`src/hw/rtl/lrukc_pkg.sv`:
```
// Shared types and constants for the LRU keyed cache table.
package lrukc_pkg;

    localparam int ENTRIES_DEF  = 64;
    localparam int KEY_BITS     = 32;
    localparam int PAYLOAD_BITS = 32;
    localparam int CAP_BITS     = 7;
    localparam logic [CAP_BITS-1:0] CAP_RESET = 7'd64;

    typedef enum logic [1:0] {
        OP_LOOKUP = 2'd0,
        OP_INSERT = 2'd1,
        OP_REMOVE = 2'd2,
        OP_PROBE  = 2'd3
    } t_op;

    typedef enum logic [1:0] {
        ST_OK      = 2'd0,
        ST_MISS    = 2'd1,
        ST_REFUSED = 2'd2,
        ST_PRESENT = 2'd3
    } t_status;

    typedef struct packed {
        t_op                     opcode;
        logic [KEY_BITS-1:0]     key;
        logic [PAYLOAD_BITS-1:0] payload;
    } t_req;

    typedef struct packed {
        t_status                 status;
        logic [PAYLOAD_BITS-1:0] data_out;
    } t_resp;

    typedef enum logic [2:0] {
        S_CLEAR,
        S_IDLE,
        S_SEARCH,
        S_DECIDE,
        S_UPDATE,
        S_FINISH
    } t_state;

    typedef enum logic [1:0] {
        MD_TOUCH,
        MD_REMOVE,
        MD_INSERT
    } t_mode;

endpackage

```
`src/hw/rtl/lru_keyed_cache_table.sv`:
```
// Fully associative key-to-payload table with least-recently-used replacement.
//
//  channel   direction  handshake                    payload
//  -------   ---------  ---------------------------  ----------------------------
//  in        in         i_in_valid / o_in_ready      i_in  (opcode, key, payload)
//  out       out        o_out_valid / i_out_ready    o_out (status, data_out)
//  cfg       in         i_cfg_we                     i_cfg_data (capacity)
//
//  After reset the tag store is swept clear one entry at a time; no request is
//  taken meanwhile, capacity writes are taken as ever.
//  A request that changes nothing (miss, probe, refused or present insert)
//  takes the search scan alone; one that updates the table (lookup hit, remove
//  hit, insert) takes a rank update pass after it as well. One tag store read
//  port and one write port carry both passes, one entry each cycle.
//  The result sits in an output register; a stalled result holds it, and the
//  next request is taken while it waits, blocking only at its own finish.
module lru_keyed_cache_table #(
    parameter int ENTRIES = lrukc_pkg::ENTRIES_DEF
) (
    input  logic                             i_clk,
    input  logic                             i_rst_n,
    input  logic                             i_cfg_we,
    input  logic [lrukc_pkg::CAP_BITS-1:0]   i_cfg_data,
    input  logic                             i_in_valid,
    output logic                             o_in_ready,
    input  lrukc_pkg::t_req                  i_in,
    output logic                             o_out_valid,
    input  logic                             i_out_ready,
    output lrukc_pkg::t_resp                 o_out
);

    localparam int KB   = lrukc_pkg::KEY_BITS;
    localparam int PB   = lrukc_pkg::PAYLOAD_BITS;
    localparam int IW   = $clog2(ENTRIES);
    localparam int CNTW = $clog2(ENTRIES + 1);
    localparam int CW   = ((CNTW > lrukc_pkg::CAP_BITS) ? CNTW : lrukc_pkg::CAP_BITS) + 1;
    localparam int WW   = 1 + IW + KB;
    localparam logic [IW-1:0] LAST = IW'(ENTRIES - 1);

    // Tag store word: valid, recency rank, key.
    logic [WW-1:0] tag_mem [ENTRIES];
    logic [PB-1:0] pay_mem [ENTRIES];
    logic [WW-1:0] rd_q;
    logic [PB-1:0] pay_q;

    logic          m_we;
    logic [IW-1:0] m_wa;
    logic [WW-1:0] m_wd;
    logic          pw_en;
    logic [IW-1:0] pw_addr;

    lrukc_pkg::t_state r_state, n_state;
    lrukc_pkg::t_mode  r_mode, n_mode;
    lrukc_pkg::t_req   r_req, n_req;
    lrukc_pkg::t_status r_status, n_status;
    lrukc_pkg::t_resp  r_out, n_out;
    logic                           r_out_valid, n_out_valid;
    logic [lrukc_pkg::CAP_BITS-1:0] r_cap, n_cap;
    logic [CNTW-1:0] r_count, n_count;
    logic [IW-1:0]   r_idx, n_idx;
    logic            r_iss, n_iss;
    logic            r_dval, n_dval;
    logic [IW-1:0]   r_didx, n_didx;
    logic            r_hit, n_hit;
    logic [IW-1:0]   r_hit_idx, n_hit_idx;
    logic [IW-1:0]   r_hit_rank, n_hit_rank;
    logic            r_free_ok, n_free_ok;
    logic [IW-1:0]   r_free_idx, n_free_idx;
    logic            r_old_ok, n_old_ok;
    logic [IW-1:0]   r_old_idx, n_old_idx;
    logic            r_evict, n_evict;
    logic [IW-1:0]   r_slot, n_slot;

    logic          e_valid;
    logic [IW-1:0] e_rank;
    logic [KB-1:0] e_key;
    logic [CW-1:0] eff_cap;
    logic          overflow;
    logic          do_evict;
    logic [IW-1:0] ins_slot;
    logic          ins_ok;

    assign e_valid = rd_q[WW-1];
    assign e_rank  = rd_q[KB+IW-1:KB];
    assign e_key   = rd_q[KB-1:0];

    // Capacity above the table depth saturates at the depth.
    assign eff_cap  = (CW'(r_cap) > CW'(ENTRIES)) ? CW'(ENTRIES) : CW'(r_cap);
    assign overflow = (CW'(r_count) + CW'(1)) > eff_cap;

    // Evicting the oldest entry frees its slot; the new entry takes the lowest
    // free index, which is either the first empty slot seen or the victim.
    assign do_evict = overflow && r_old_ok;
    assign ins_ok   = do_evict || r_free_ok;
    always_comb begin
        if (do_evict && !(r_free_ok && (r_free_idx < r_old_idx))) begin
            ins_slot = r_old_idx;
        end else begin
            ins_slot = r_free_idx;
        end
    end

    assign o_in_ready  = (r_state == lrukc_pkg::S_IDLE);
    assign o_out_valid = r_out_valid;
    assign o_out       = r_out;

    // Tag and payload stores.
    always_ff @(posedge i_clk) begin
        if (m_we) begin
            tag_mem[m_wa] <= m_wd;
        end
        rd_q <= tag_mem[r_idx];
        if (pw_en) begin
            pay_mem[pw_addr] <= r_req.payload;
        end
        pay_q <= pay_mem[r_hit_idx];
    end

    always_ff @(posedge i_clk) begin
        if (!i_rst_n) begin
            r_state     <= lrukc_pkg::S_CLEAR;
            r_out_valid <= 1'b0;
            r_cap       <= lrukc_pkg::CAP_RESET;
            r_count     <= '0;
            r_idx       <= '0;
            r_iss       <= 1'b0;
            r_dval      <= 1'b0;
        end else begin
            r_state     <= n_state;
            r_out_valid <= n_out_valid;
            r_cap       <= n_cap;
            r_count     <= n_count;
            r_idx       <= n_idx;
            r_iss       <= n_iss;
            r_dval      <= n_dval;
        end
    end

    always_ff @(posedge i_clk) begin
        r_mode     <= n_mode;
        r_req      <= n_req;
        r_status   <= n_status;
        r_out      <= n_out;
        r_didx     <= n_didx;
        r_hit      <= n_hit;
        r_hit_idx  <= n_hit_idx;
        r_hit_rank <= n_hit_rank;
        r_free_ok  <= n_free_ok;
        r_free_idx <= n_free_idx;
        r_old_ok   <= n_old_ok;
        r_old_idx  <= n_old_idx;
        r_evict    <= n_evict;
        r_slot     <= n_slot;
    end

    always_comb begin
        n_state     = r_state;
        n_mode      = r_mode;
        n_req       = r_req;
        n_status    = r_status;
        n_out       = r_out;
        n_out_valid = r_out_valid;
        n_cap       = r_cap;
        n_count     = r_count;
        n_idx       = r_idx;
        n_iss       = r_iss;
        n_dval      = 1'b0;
        n_didx      = r_idx;
        n_hit       = r_hit;
        n_hit_idx   = r_hit_idx;
        n_hit_rank  = r_hit_rank;
        n_free_ok   = r_free_ok;
        n_free_idx  = r_free_idx;
        n_old_ok    = r_old_ok;
        n_old_idx   = r_old_idx;
        n_evict     = r_evict;
        n_slot      = r_slot;
        m_we        = 1'b0;
        m_wa        = r_didx;
        m_wd        = rd_q;
        pw_en       = 1'b0;
        pw_addr     = ins_slot;

        if (i_cfg_we) begin
            n_cap = i_cfg_data;
        end
        // Drop the held result once taken.
        if (r_out_valid && i_out_ready) begin
            n_out_valid = 1'b0;
        end

        // Scan pipeline shared by search and update: issue one read a cycle,
        // the data comes back in the following cycle tagged with its index.
        if ((r_state == lrukc_pkg::S_SEARCH) || (r_state == lrukc_pkg::S_UPDATE)) begin
            n_dval = r_iss;
            if (r_iss) begin
                if (r_idx == LAST) begin
                    n_iss = 1'b0;
                end else begin
                    n_idx = r_idx + IW'(1);
                end
            end
        end

        unique case (r_state)
            lrukc_pkg::S_CLEAR: begin
                m_we = 1'b1;
                m_wa = r_idx;
                m_wd = '0;
                if (r_idx == LAST) begin
                    n_idx   = '0;
                    n_state = lrukc_pkg::S_IDLE;
                end else begin
                    n_idx = r_idx + IW'(1);
                end
            end

            lrukc_pkg::S_IDLE: begin
                if (i_in_valid) begin
                    n_req     = i_in;
                    n_hit     = 1'b0;
                    n_free_ok = 1'b0;
                    n_old_ok  = 1'b0;
                    n_idx     = '0;
                    n_iss     = 1'b1;
                    n_state   = lrukc_pkg::S_SEARCH;
                end
            end

            lrukc_pkg::S_SEARCH: begin
                if (r_dval) begin
                    if (e_valid && (e_key == r_req.key) && !r_hit) begin
                        n_hit      = 1'b1;
                        n_hit_idx  = r_didx;
                        n_hit_rank = e_rank;
                    end
                    if (!e_valid && !r_free_ok) begin
                        n_free_ok  = 1'b1;
                        n_free_idx = r_didx;
                    end
                    // Ranks run 0..count-1, so the oldest holds count-1.
                    if (e_valid && (CNTW'(e_rank) == (r_count - CNTW'(1)))) begin
                        n_old_ok  = 1'b1;
                        n_old_idx = r_didx;
                    end
                    if (r_didx == LAST) begin
                        n_state = lrukc_pkg::S_DECIDE;
                    end
                end
            end

            lrukc_pkg::S_DECIDE: begin
                n_idx   = '0;
                n_iss   = 1'b1;
                n_state = lrukc_pkg::S_FINISH;
                unique case (r_req.opcode)
                    lrukc_pkg::OP_LOOKUP: begin
                        n_status = r_hit ? lrukc_pkg::ST_OK : lrukc_pkg::ST_MISS;
                        if (r_hit) begin
                            n_mode  = lrukc_pkg::MD_TOUCH;
                            n_state = lrukc_pkg::S_UPDATE;
                        end
                    end
                    lrukc_pkg::OP_INSERT: begin
                        priority if (r_cap == '0) begin
                            n_status = lrukc_pkg::ST_REFUSED;
                        end else if (r_hit) begin
                            n_status = lrukc_pkg::ST_PRESENT;
                        end else begin
                            n_status = lrukc_pkg::ST_OK;
                            if (ins_ok) begin
                                n_mode  = lrukc_pkg::MD_INSERT;
                                n_evict = do_evict;
                                n_slot  = ins_slot;
                                pw_en   = 1'b1;
                                // Eviction and fill cancel in the count.
                                if (!do_evict) begin
                                    n_count = r_count + CNTW'(1);
                                end
                                n_state = lrukc_pkg::S_UPDATE;
                            end
                        end
                    end
                    lrukc_pkg::OP_REMOVE: begin
                        n_status = r_hit ? lrukc_pkg::ST_OK : lrukc_pkg::ST_MISS;
                        if (r_hit) begin
                            n_mode  = lrukc_pkg::MD_REMOVE;
                            n_count = r_count - CNTW'(1);
                            n_state = lrukc_pkg::S_UPDATE;
                        end
                    end
                    lrukc_pkg::OP_PROBE: begin
                        n_status = r_hit ? lrukc_pkg::ST_OK : lrukc_pkg::ST_MISS;
                    end
                    default: begin
                        n_status = lrukc_pkg::ST_MISS;
                    end
                endcase
            end

            lrukc_pkg::S_UPDATE: begin
                if (r_dval) begin
                    m_we = 1'b1;
                    m_wa = r_didx;
                    m_wd = rd_q;
                    unique case (r_mode)
                        lrukc_pkg::MD_TOUCH: begin
                            if (r_didx == r_hit_idx) begin
                                m_wd[KB+IW-1:KB] = '0;
                            end else if (e_valid && (e_rank < r_hit_rank)) begin
                                m_wd[KB+IW-1:KB] = e_rank + IW'(1);
                            end
                        end
                        lrukc_pkg::MD_REMOVE: begin
                            if (r_didx == r_hit_idx) begin
                                m_wd[WW-1] = 1'b0;
                            end else if (e_valid && (e_rank > r_hit_rank)) begin
                                m_wd[KB+IW-1:KB] = e_rank - IW'(1);
                            end
                        end
                        lrukc_pkg::MD_INSERT: begin
                            priority if (r_didx == r_slot) begin
                                m_wd = {1'b1, {IW{1'b0}}, r_req.key};
                            end else if (r_evict && (r_didx == r_old_idx)) begin
                                m_wd[WW-1] = 1'b0;
                            end else if (e_valid) begin
                                m_wd[KB+IW-1:KB] = e_rank + IW'(1);
                            end
                        end
                        default: begin
                            m_we = 1'b0;
                        end
                    endcase
                    if (r_didx == LAST) begin
                        n_state = lrukc_pkg::S_FINISH;
                    end
                end
            end

            lrukc_pkg::S_FINISH: begin
                n_iss = 1'b0;
                // Hold until the output register is free.
                if (!r_out_valid || i_out_ready) begin
                    n_out.status   = r_status;
                    n_out.data_out = ((r_req.opcode == lrukc_pkg::OP_LOOKUP) && r_hit)
                                     ? pay_q : '0;
                    n_out_valid    = 1'b1;
                    n_state        = lrukc_pkg::S_IDLE;
                end
            end

            default: begin
                n_state = lrukc_pkg::S_IDLE;
            end
        endcase
    end

`ifndef SYNTHESIS
    a_count_bound: assert property (@(posedge i_clk) disable iff (!i_rst_n)
        CW'(r_count) <= CW'(ENTRIES))
        else $error("entry count exceeds table depth");

    a_one_request: assert property (@(posedge i_clk) disable iff (!i_rst_n)
        (i_in_valid && o_in_ready) |=> !o_in_ready)
        else $error("second request taken while one is in flight");

    a_result_from_finish: assert property (@(posedge i_clk) disable iff (!i_rst_n)
        $rose(o_out_valid) |-> ($past(r_state) == lrukc_pkg::S_FINISH))
        else $error("result raised outside finish");

    a_count_only_on_decide: assert property (@(posedge i_clk) disable iff (!i_rst_n)
        (r_state != lrukc_pkg::S_DECIDE) |=> $stable(r_count))
        else $error("entry count moved outside decide");

    a_no_store_write_idle: assert property (@(posedge i_clk) disable iff (!i_rst_n)
        ((r_state == lrukc_pkg::S_IDLE) || (r_state == lrukc_pkg::S_SEARCH)) |-> !m_we)
        else $error("tag store written during search or idle");
`endif

endmodule

```
`config.mk`:
```
export PLATFORM = sky130hd
export DESIGN_NAME = lru_keyed_cache_table
export DESIGN_NICKNAME = d
export VERILOG_FILES = /design/src/hw/rtl/lrukc_pkg.sv /design/src/hw/rtl/lru_keyed_cache_table.sv
export SDC_FILE = /design/constraint.sdc
export NUM_CORES = 2
export LEC_CHECK = 0
export BUFFER_PORTS_ARGS = -buffer_cell sky130_fd_sc_hd__buf_2
export CORE_AREA = 2 2 680 682
export DETAILED_ROUTE_END_ITERATION = 10
export DIE_AREA = 0 0 682 684
export GPL_ROUTABILITY_DRIVEN = 0
export HOLD_SLACK_MARGIN = 0.05
export PLACE_DENSITY = 0.66
export SYNTH_ARGS = -nofsm -noshare
export SYNTH_HDL_FRONTEND = slang
export SYNTH_MEMORY_MAX_BITS = 65536
export SYNTH_SLANG_ARGS = --single-unit
```
`constraint.sdc`:
```
create_clock -name i_clk -period 10.8 [get_ports i_clk]
set_input_delay 0 -clock i_clk [delete_from_list [all_inputs] [get_ports i_clk]]
set_output_delay 0 -clock i_clk [all_outputs]
set_load 0.02 [all_outputs]
```
## After elaboration in Yosys (flattened, before gate mapping)

Memory sizes are Yosys's and may differ from the RTL's. A register that Yosys moved wholly into a read port is not among the register bits.
Cells that the tools add are included.

- Add/sub/neg operators: 6
- $lt $le $gt $ge: 5
- Eq/ne operators: 33
- Multiplexer cells: 83
- Bitwise logic cells: 2
- Reduce and logical (&&, ||, !) cells: 43

Operators by type and width:

| operator | number |
|---|---|
| $mux 6 | 13 |
| $pmux 39 s2 | 1 |
| $mux 32 | 2 |
| $mux 7 | 7 |
| $mux 39 | 1 |
| $pmux 6 s3 | 2 |
| $eq 32x32->1 | 1 |
| $mux 1 | 32 |
| $ne 2x2->1 const B | 11 |
| $mux 3 | 7 |
| $reduce_and 7->1 | 3 |
| $eq 6x6->1 | 3 |
| $pmux 3 s6 | 1 |
| $mux 2 | 7 |
| $pmux 7 s2 | 1 |
| $add 6x1->6 const B | 2 |
| $eq 6x6->1 const B | 2 |
| $logic_and 1x1->1 | 12 |
| $lt 6x6->1 | 2 |
| $pmux 1 s2 | 6 |
| $reduce_and 4->1 | 3 |
| $ne 2x1->1 const B | 5 |
| $reduce_and 3->1 | 3 |
| $add 7x1->8 const B | 1 |
| 27 further kinds | 44 |

- Flip-flop bits (word level): 170
- RAM bits: 4544
- Input port bits: 78
- Memories: 2

Memory list:

| name | depth | bits a word | rd ports | clocked after Yosys merged registers in | wr ports | RTL line | RTL |
|---|---|---|---|---|---|---|---|
| tag_mem | 64 | 39 | 1 | 1 | 1 | lru_keyed_cache_table.sv:41 | `logic [WW-1:0] tag_mem [ENTRIES];` |
| pay_mem | 64 | 32 | 1 | 1 | 1 | lru_keyed_cache_table.sv:42 | `logic [PB-1:0] pay_mem [ENTRIES];` |

## Longest topological paths before layout

- Depth in word-level cells: 12
- Gate-level depth with buffers: 13

## Worst setup path before layout

OpenSTA, ideal clock, no wires.

- Path type: reg2reg
- Start point: reg r_didx[4]
- End point: mem tag_mem[0][33] (netlist bit), data pin
- Arrival time: 4425 ps
- Data required time: 10070 ps
- Path slack: 5645 ps
- Cell stages (with the launch flop): 9
- Buffers on the path: 2
- Clock period less this slack: 5155 ps
- Cell sequence: dfxtp_1 > clkbuf_1 > xnor2_1 > nand2_1 > or4_1 > clkbuf_1 > o22ai_1 > a2111oi_0 > o32ai_1

- Word-level cells in the longest chain between the ends: 7
- Elaborated cells between the ends (all ways): 11
- Those cells by class: 3 x eq/ne; 7 x mux; 1 x reduce/logical

Ends and longest elaborated chain:

| item | RTL line | RTL |
|---|---|---|
| from (decl) | lru_keyed_cache_table.sv:63 | `logic [IW-1:0] r_didx, n_didx;` |
| from (signal assigned) | lru_keyed_cache_table.sv:144 | `r_didx <= n_didx;` |
| $eq 6x6->1 | lru_keyed_cache_table.sv:324 | `end else if (r_evict && (r_didx == r_old_idx)) begin` |
| $logic_and 1x1->1 | lru_keyed_cache_table.sv:324 |  |
| $mux 6 | lru_keyed_cache_table.sv:324 |  |
| $mux 7 | lru_keyed_cache_table.sv:322 | `priority if (r_didx == r_slot) begin` |
| $pmux 6 s3 * | lru_keyed_cache_table.sv:306 | `unique case (r_mode)` |
| $mux 39 * | lru_keyed_cache_table.sv:302 | `if (r_dval) begin` |
| $pmux 39 s2 * | lru_keyed_cache_table.sv:205 | `unique case (r_state)` |
| via m_wd[33] | lru_keyed_cache_table.sv:48 | `logic [WW-1:0] m_wd;` |
| to (decl) | lru_keyed_cache_table.sv:41 |  |

The timed path passes the listed nets; every way through them passes the cells marked *.

## Final worst setup path

- Start point: reg r_count[0]
- End point: mem pay_mem[31][24] (netlist bit) (enable)

- Word-level cells in the longest chain between the ends: 11
- Elaborated cells between the ends (all ways): 13
- Those cells by class: 1 x add/sub; 1 x order compare; 8 x mux; 3 x reduce/logical

Ends and longest elaborated chain:

| item | RTL line | RTL |
|---|---|---|
| from (decl) | lru_keyed_cache_table.sv:59 | `logic [CNTW-1:0] r_count, n_count;` |
| from (signal assigned) | lru_keyed_cache_table.sv:132 | `r_count <= n_count;` |
| $add 7x1->8 * | lru_keyed_cache_table.sv:89 | `assign overflow = (CW'(r_count) + CW'(1)) > eff_cap;` |
| $gt 8x7->1 * | lru_keyed_cache_table.sv:89 |  |
| $logic_and 1x1->1 * | lru_keyed_cache_table.sv:93 | `assign do_evict = overflow && r_old_ok;` |
| $logic_or 1x1->1 | lru_keyed_cache_table.sv:94 | `assign ins_ok = do_evict \|\| r_free_ok;` |
| $mux 1 | lru_keyed_cache_table.sv:271 | `if (ins_ok) begin` |
| $mux 1 | lru_keyed_cache_table.sv:267 | `end else if (r_hit) begin` |
| $mux 1 | lru_keyed_cache_table.sv:265 | `priority if (r_cap == '0) begin` |
| $mux 1 | lru_keyed_cache_table.sv:256 | `unique case (r_req.opcode)` |
| $mux 1 | lru_keyed_cache_table.sv:205 |  |
| $mux 1 | lru_keyed_cache_table.sv:113 | `if (pw_en) begin` |
| $mux 1 (not written as such) | lru_keyed_cache_table.sv:114 | `pay_mem[pw_addr] <= r_req.payload;` |
| to (decl) | lru_keyed_cache_table.sv:42 |  |

Every way passes the cells marked *; elsewhere a longest branch is shown, timed or not.

==> results.json <==
{
  "rsz0062_at_grt": "no",
  "stdcell_area_mm2": 0.210,
  "skew_ps": 112,
  "dieArea_mm2": 0.466,
  "antenna_found_initial": 41,
  "timing.hold.ws_ps": 170,
  "port_buffers": 113,
  "synth_area_leaders": "edfxtp_1 77%, mux4_2 18%, dfxtp_1 1.1%",
  "cts-buffers-inserted": 464,
  "syn_to_final_growth_pct": 14.8,
  "p_int_mw": 29.8,
  "ys_seq_area_share_pct": 78.0,
  "crit_path_start_kind": "register",
  "insertion_delay_ps": 1030,
  "yosysUniqueCellTypes": 69,
  "tns_ps": 0,
  "synth_cells": 7505,
  "netlist_area_mm2": 0.183,
  "synth_warnings": 0,
  "cpPeakStageDelay_ps": 960,
  "worstPathArrival_ps": 6230,
  "timing.rr.end": "pay_mem[31][24]$_DFFE_PP_",
  "critPathMaxFanout": 19,
  "synth_edf_count": 4682,
  "hold_class": "input port to register",
  "clock-sinks": 4785,
  "cellLeakagePower_nw": 65.8,
  "status": "finished, final reports clean",
  "reg2reg_slack_ps": 5160,
  "grt_pass1_wl_um": 659000,
  "multi_input_area_mm2": 0.0396,
  "clkTransAtPathRegs_ps": 60,
  "vias": 85953,
  "period_minus_slack_ps": 5640,
  "power_mw": 37.3,
  "detailed_place_hpwl_um": 244000,
  "antenna_left": 0,
  "drv_slew": 0,
  "postSynthRegisterBits": 4785,
  "powerDensity_mw_per_mm2": 178,
  "grt_pass1_vias": 86448,
  "avgRoutedWirePerCell_um": 32.0,
  "cts_htree_levels": 5,
  "ys.flop_type": "edfxtp_1",
  "max-cap-violations": 0,
  "finalSetupViolations": 0,
  "crit_top_cell": "ha_1",
  "grt_use_total_pct": 19.8,
  "start_util_pct": 39.8,
  "pwr-share-clk_pct": 43.6,
  "drive_gt1_share_pct": 32.0,
  "grt_start_max_net_pins": 110,
  "synth_top_area_cell": "edfxtp_1",
  "criticalPathCategory": "register to register",
  "avgSynthCellArea_um2": 24.4,
  "drc": 0,
  "cp-end-kind": "register",
  "clk_path_buf_depth": 4,
  "cpMaxStageDelayCell": "a2111oi_2",
  "max-slew-margin-rel_pct": 5.17,
  "rr_startpoint": "r_count[0]$_SDFFE_PN0P_",
  "hold_viol": 0,
  "ios": 114,
  "fillers": 37051,
  "viasPerCell": 5.85,
  "cp_cell_sequence": "inv_1 > ha_1 > ha_1 > nor2b_1 > o211ai_1 > a21oi_1 > o21ai_1 > a2111oi_2 > o211ai_2 > a21oi_4 > buf_4",
  "cts_root_buf": "clkbuf_16",
  "synth_top_area_share_pct": 76.9,
  "holdCritStartpoint": "i_in_valid",
  "cts_tree": "done",
  "core_area_mm2": 0.459,
  "dr.pass1.iters": 6,
  "placed_cell_area_mm2": 0.193,
  "r2r_cells": 11,
  "synth_nets": 7611,
  "die_w_um": 682,
  "critical-path-top-delay-family": "compound AO/OA/AOI/OAI gates",
  "synthArstFlopShare_pct": 0,
  "fin_cells": 14684,
  "seq_area_mm2": 0.143,
  "seqPwrFrac_pct": 54.3,
  "place_inst": 13639,
  "finalCritPeriodShare_pct": 52.3,
  "die_y_um": 684,
  "final_nets": 8230,
  "drt_iter0_markers": 11237,
  "routed_wl_um": 470000,
  "worst_slew_pin_slew_ps": 1420,
  "whs_endpoint": "n_didx[4]$_SDFF_PN0_",
  "cts_setup_buffers": 0,
  "overflow": 0,
  "critPathBufInv": 2,
  "p_comb_share_pct": 2.2,
  "synth_commonest_cells": "4682 x edfxtp_1, 1465 x mux4_2, 196 x clkbuf_1",
  "peakVddDrop_uv": 157,
  "yosysMostFrequentCell": "edfxtp_1",
  "row_count": 249,
  "p_switching_mw": 7.46,
  "fmax_mhz": 177,
  "post_cts_resize_count": 0,
  "p_sw_share_pct": 20.0,
  "hold_depth": 5,
  "required_ps": 11380
}
==> sequential cells by signal (all words and copies together) (netlist names), 2 cells and up <==
| register | flops |
|---|---|
| tag_mem | 2496 |
| pay_mem | 2048 |
| r_req | 66 |
| rd_q | 39 |
| o_out | 34 |
| pay_q | 32 |
| r_cap | 7 |
| r_count | 7 |
| n_didx | 6 |
| r_didx | 6 |
| r_free_idx | 6 |
| r_hit_idx | 6 |
| r_hit_rank | 6 |
| r_old_idx | 6 |
| r_slot | 6 |
| r_state | 3 |
| r_mode | 2 |
| r_status | 2 |
==> cells in the final DEF, fill, tap and decap left out, types with 27 or more instances in the layout <==
cell type | Yosys | routed
edfxtp_1 | 4682 | 4682
mux4_2 | 1465 | 1465
clkbuf_16 | 0 | 468
buf_4 | 14 | 262
dlygate4sd3_1 | 0 | 168
buf_2 | 133 | 113
clkinv_1 | 1 | 102
nand2_1 | 97 | 97
dfxtp_1 | 103 | 97
clkinv_2 | 0 | 91
clkbuf_1 | 196 | 89
nor2_4 | 0 | 66
a21oi_4 | 0 | 65
o21ai_0 | 57 | 57
nor2_1 | 118 | 52
bufinv_16 | 0 | 48
a21oi_1 | 100 | 35
mux2i_1 | 41 | 35
xor2_1 | 34 | 34
and2_1 | 34 | 34
a22o_1 | 32 | 32
xnor2_1 | 31 | 31
nand3_1 | 30 | 29
mux2_2 | 29 | 29
ha_1 | 28 | 28
clkbuf_8 | 0 | 27
==> area by class of cell <==
class	count	share of cell area, %
inverter	28	0.0501
tap	6149	3.67
antenna	9	0.0107
sequential	4785	68.0
clock buffer	584	5.92
timing repair buffer	553	2.10
clock inverter	284	1.38
multi-input combinational	2292	18.9
==> power by group through the flow <==
stage          logic [mW]  registers [mW]  clock network [mW]
3_5_place_dp        0.759            20.6                   0
2_1_floorplan       0.536            20.6                   0
6_report            0.802            20.2                16.2
5_1_grt             0.845            20.2                17.2
3_3_place_gp        0.753            20.6                   0
4_1_cts             0.816            20.2                16.5
==> metal layers <==
metal / global-route usage (%) / wire (µm)
met5: 0 / 21
met3: 3.62 / 42800
met1: 27.1 / 180000
met4: 5.45 / 13700
met2: 32.6 / 233000
==> what timing repair did <==
action,CTS,global route
hold buffers,168,0
hold endpoints to repair,160,0
endpoints found under the setup margin,0,0
==> kinds of logic after synthesis <==
| kind of cell | synth area share [%] |
|---|---|
| fa+ha+maj | 0.192 |
| xor+xnor | 0.311 |
| buf+inv | 1.02 |
| flops | 78.0 |
| simple gates | 1.10 |
| mux | 18.5 |
| compound gates | 0.895 |
==> worst register-to-register path, stage by stage, from the launching register on <==
cell       delay (ps)
dfxtp_1           530
inv_1             150
ha_1              390
ha_1              330
nor2b_1           190
o211ai_1          120
a21oi_1           260
o21ai_1           260
a2111oi_2         960
o211ai_2          550
a21oi_4           940
buf_4             530
==> worst max path at each step <==
| stage | start | endpoint | slack [ps] | cells after the start |
|---|---|---|---|---|
| after floorplan | r_didx[4]$_DFF_P_ | tag_mem[0][33]$_DFFE_PP_ | 5650 | 8 |
| after global placement | r_count[0]$_SDFFE_PN0P_ | pay_mem[31][30]$_DFFE_PP_ | 5550 | 11 |
| after detailed placement | r_count[0]$_SDFFE_PN0P_ | pay_mem[31][6]$_DFFE_PP_ | 5410 | 11 |
| after CTS | r_count[0]$_SDFFE_PN0P_ | pay_mem[31][5]$_DFFE_PP_ | 5350 | 11 |
| after global routing | r_count[0]$_SDFFE_PN0P_ | pay_mem[31][5]$_DFFE_PP_ | 5000 | 11 |
| final | r_count[0]$_SDFFE_PN0P_ | pay_mem[31][24]$_DFFE_PP_ | 5160 | 11 |
==> stage by stage <==
| step | setup WS, ps | utilization (%) |
|---|---|---|
| finish | 5160 | 45.7 |
| global route | 5000 | 45.7 |
| CTS | 5350 | 45.7 |
| detailed placement | 5410 | 42.0 |
| global placement | 5550 | 42.0 |
| floorplan | 5650 | - |
(Power assumes the default switching activity.)
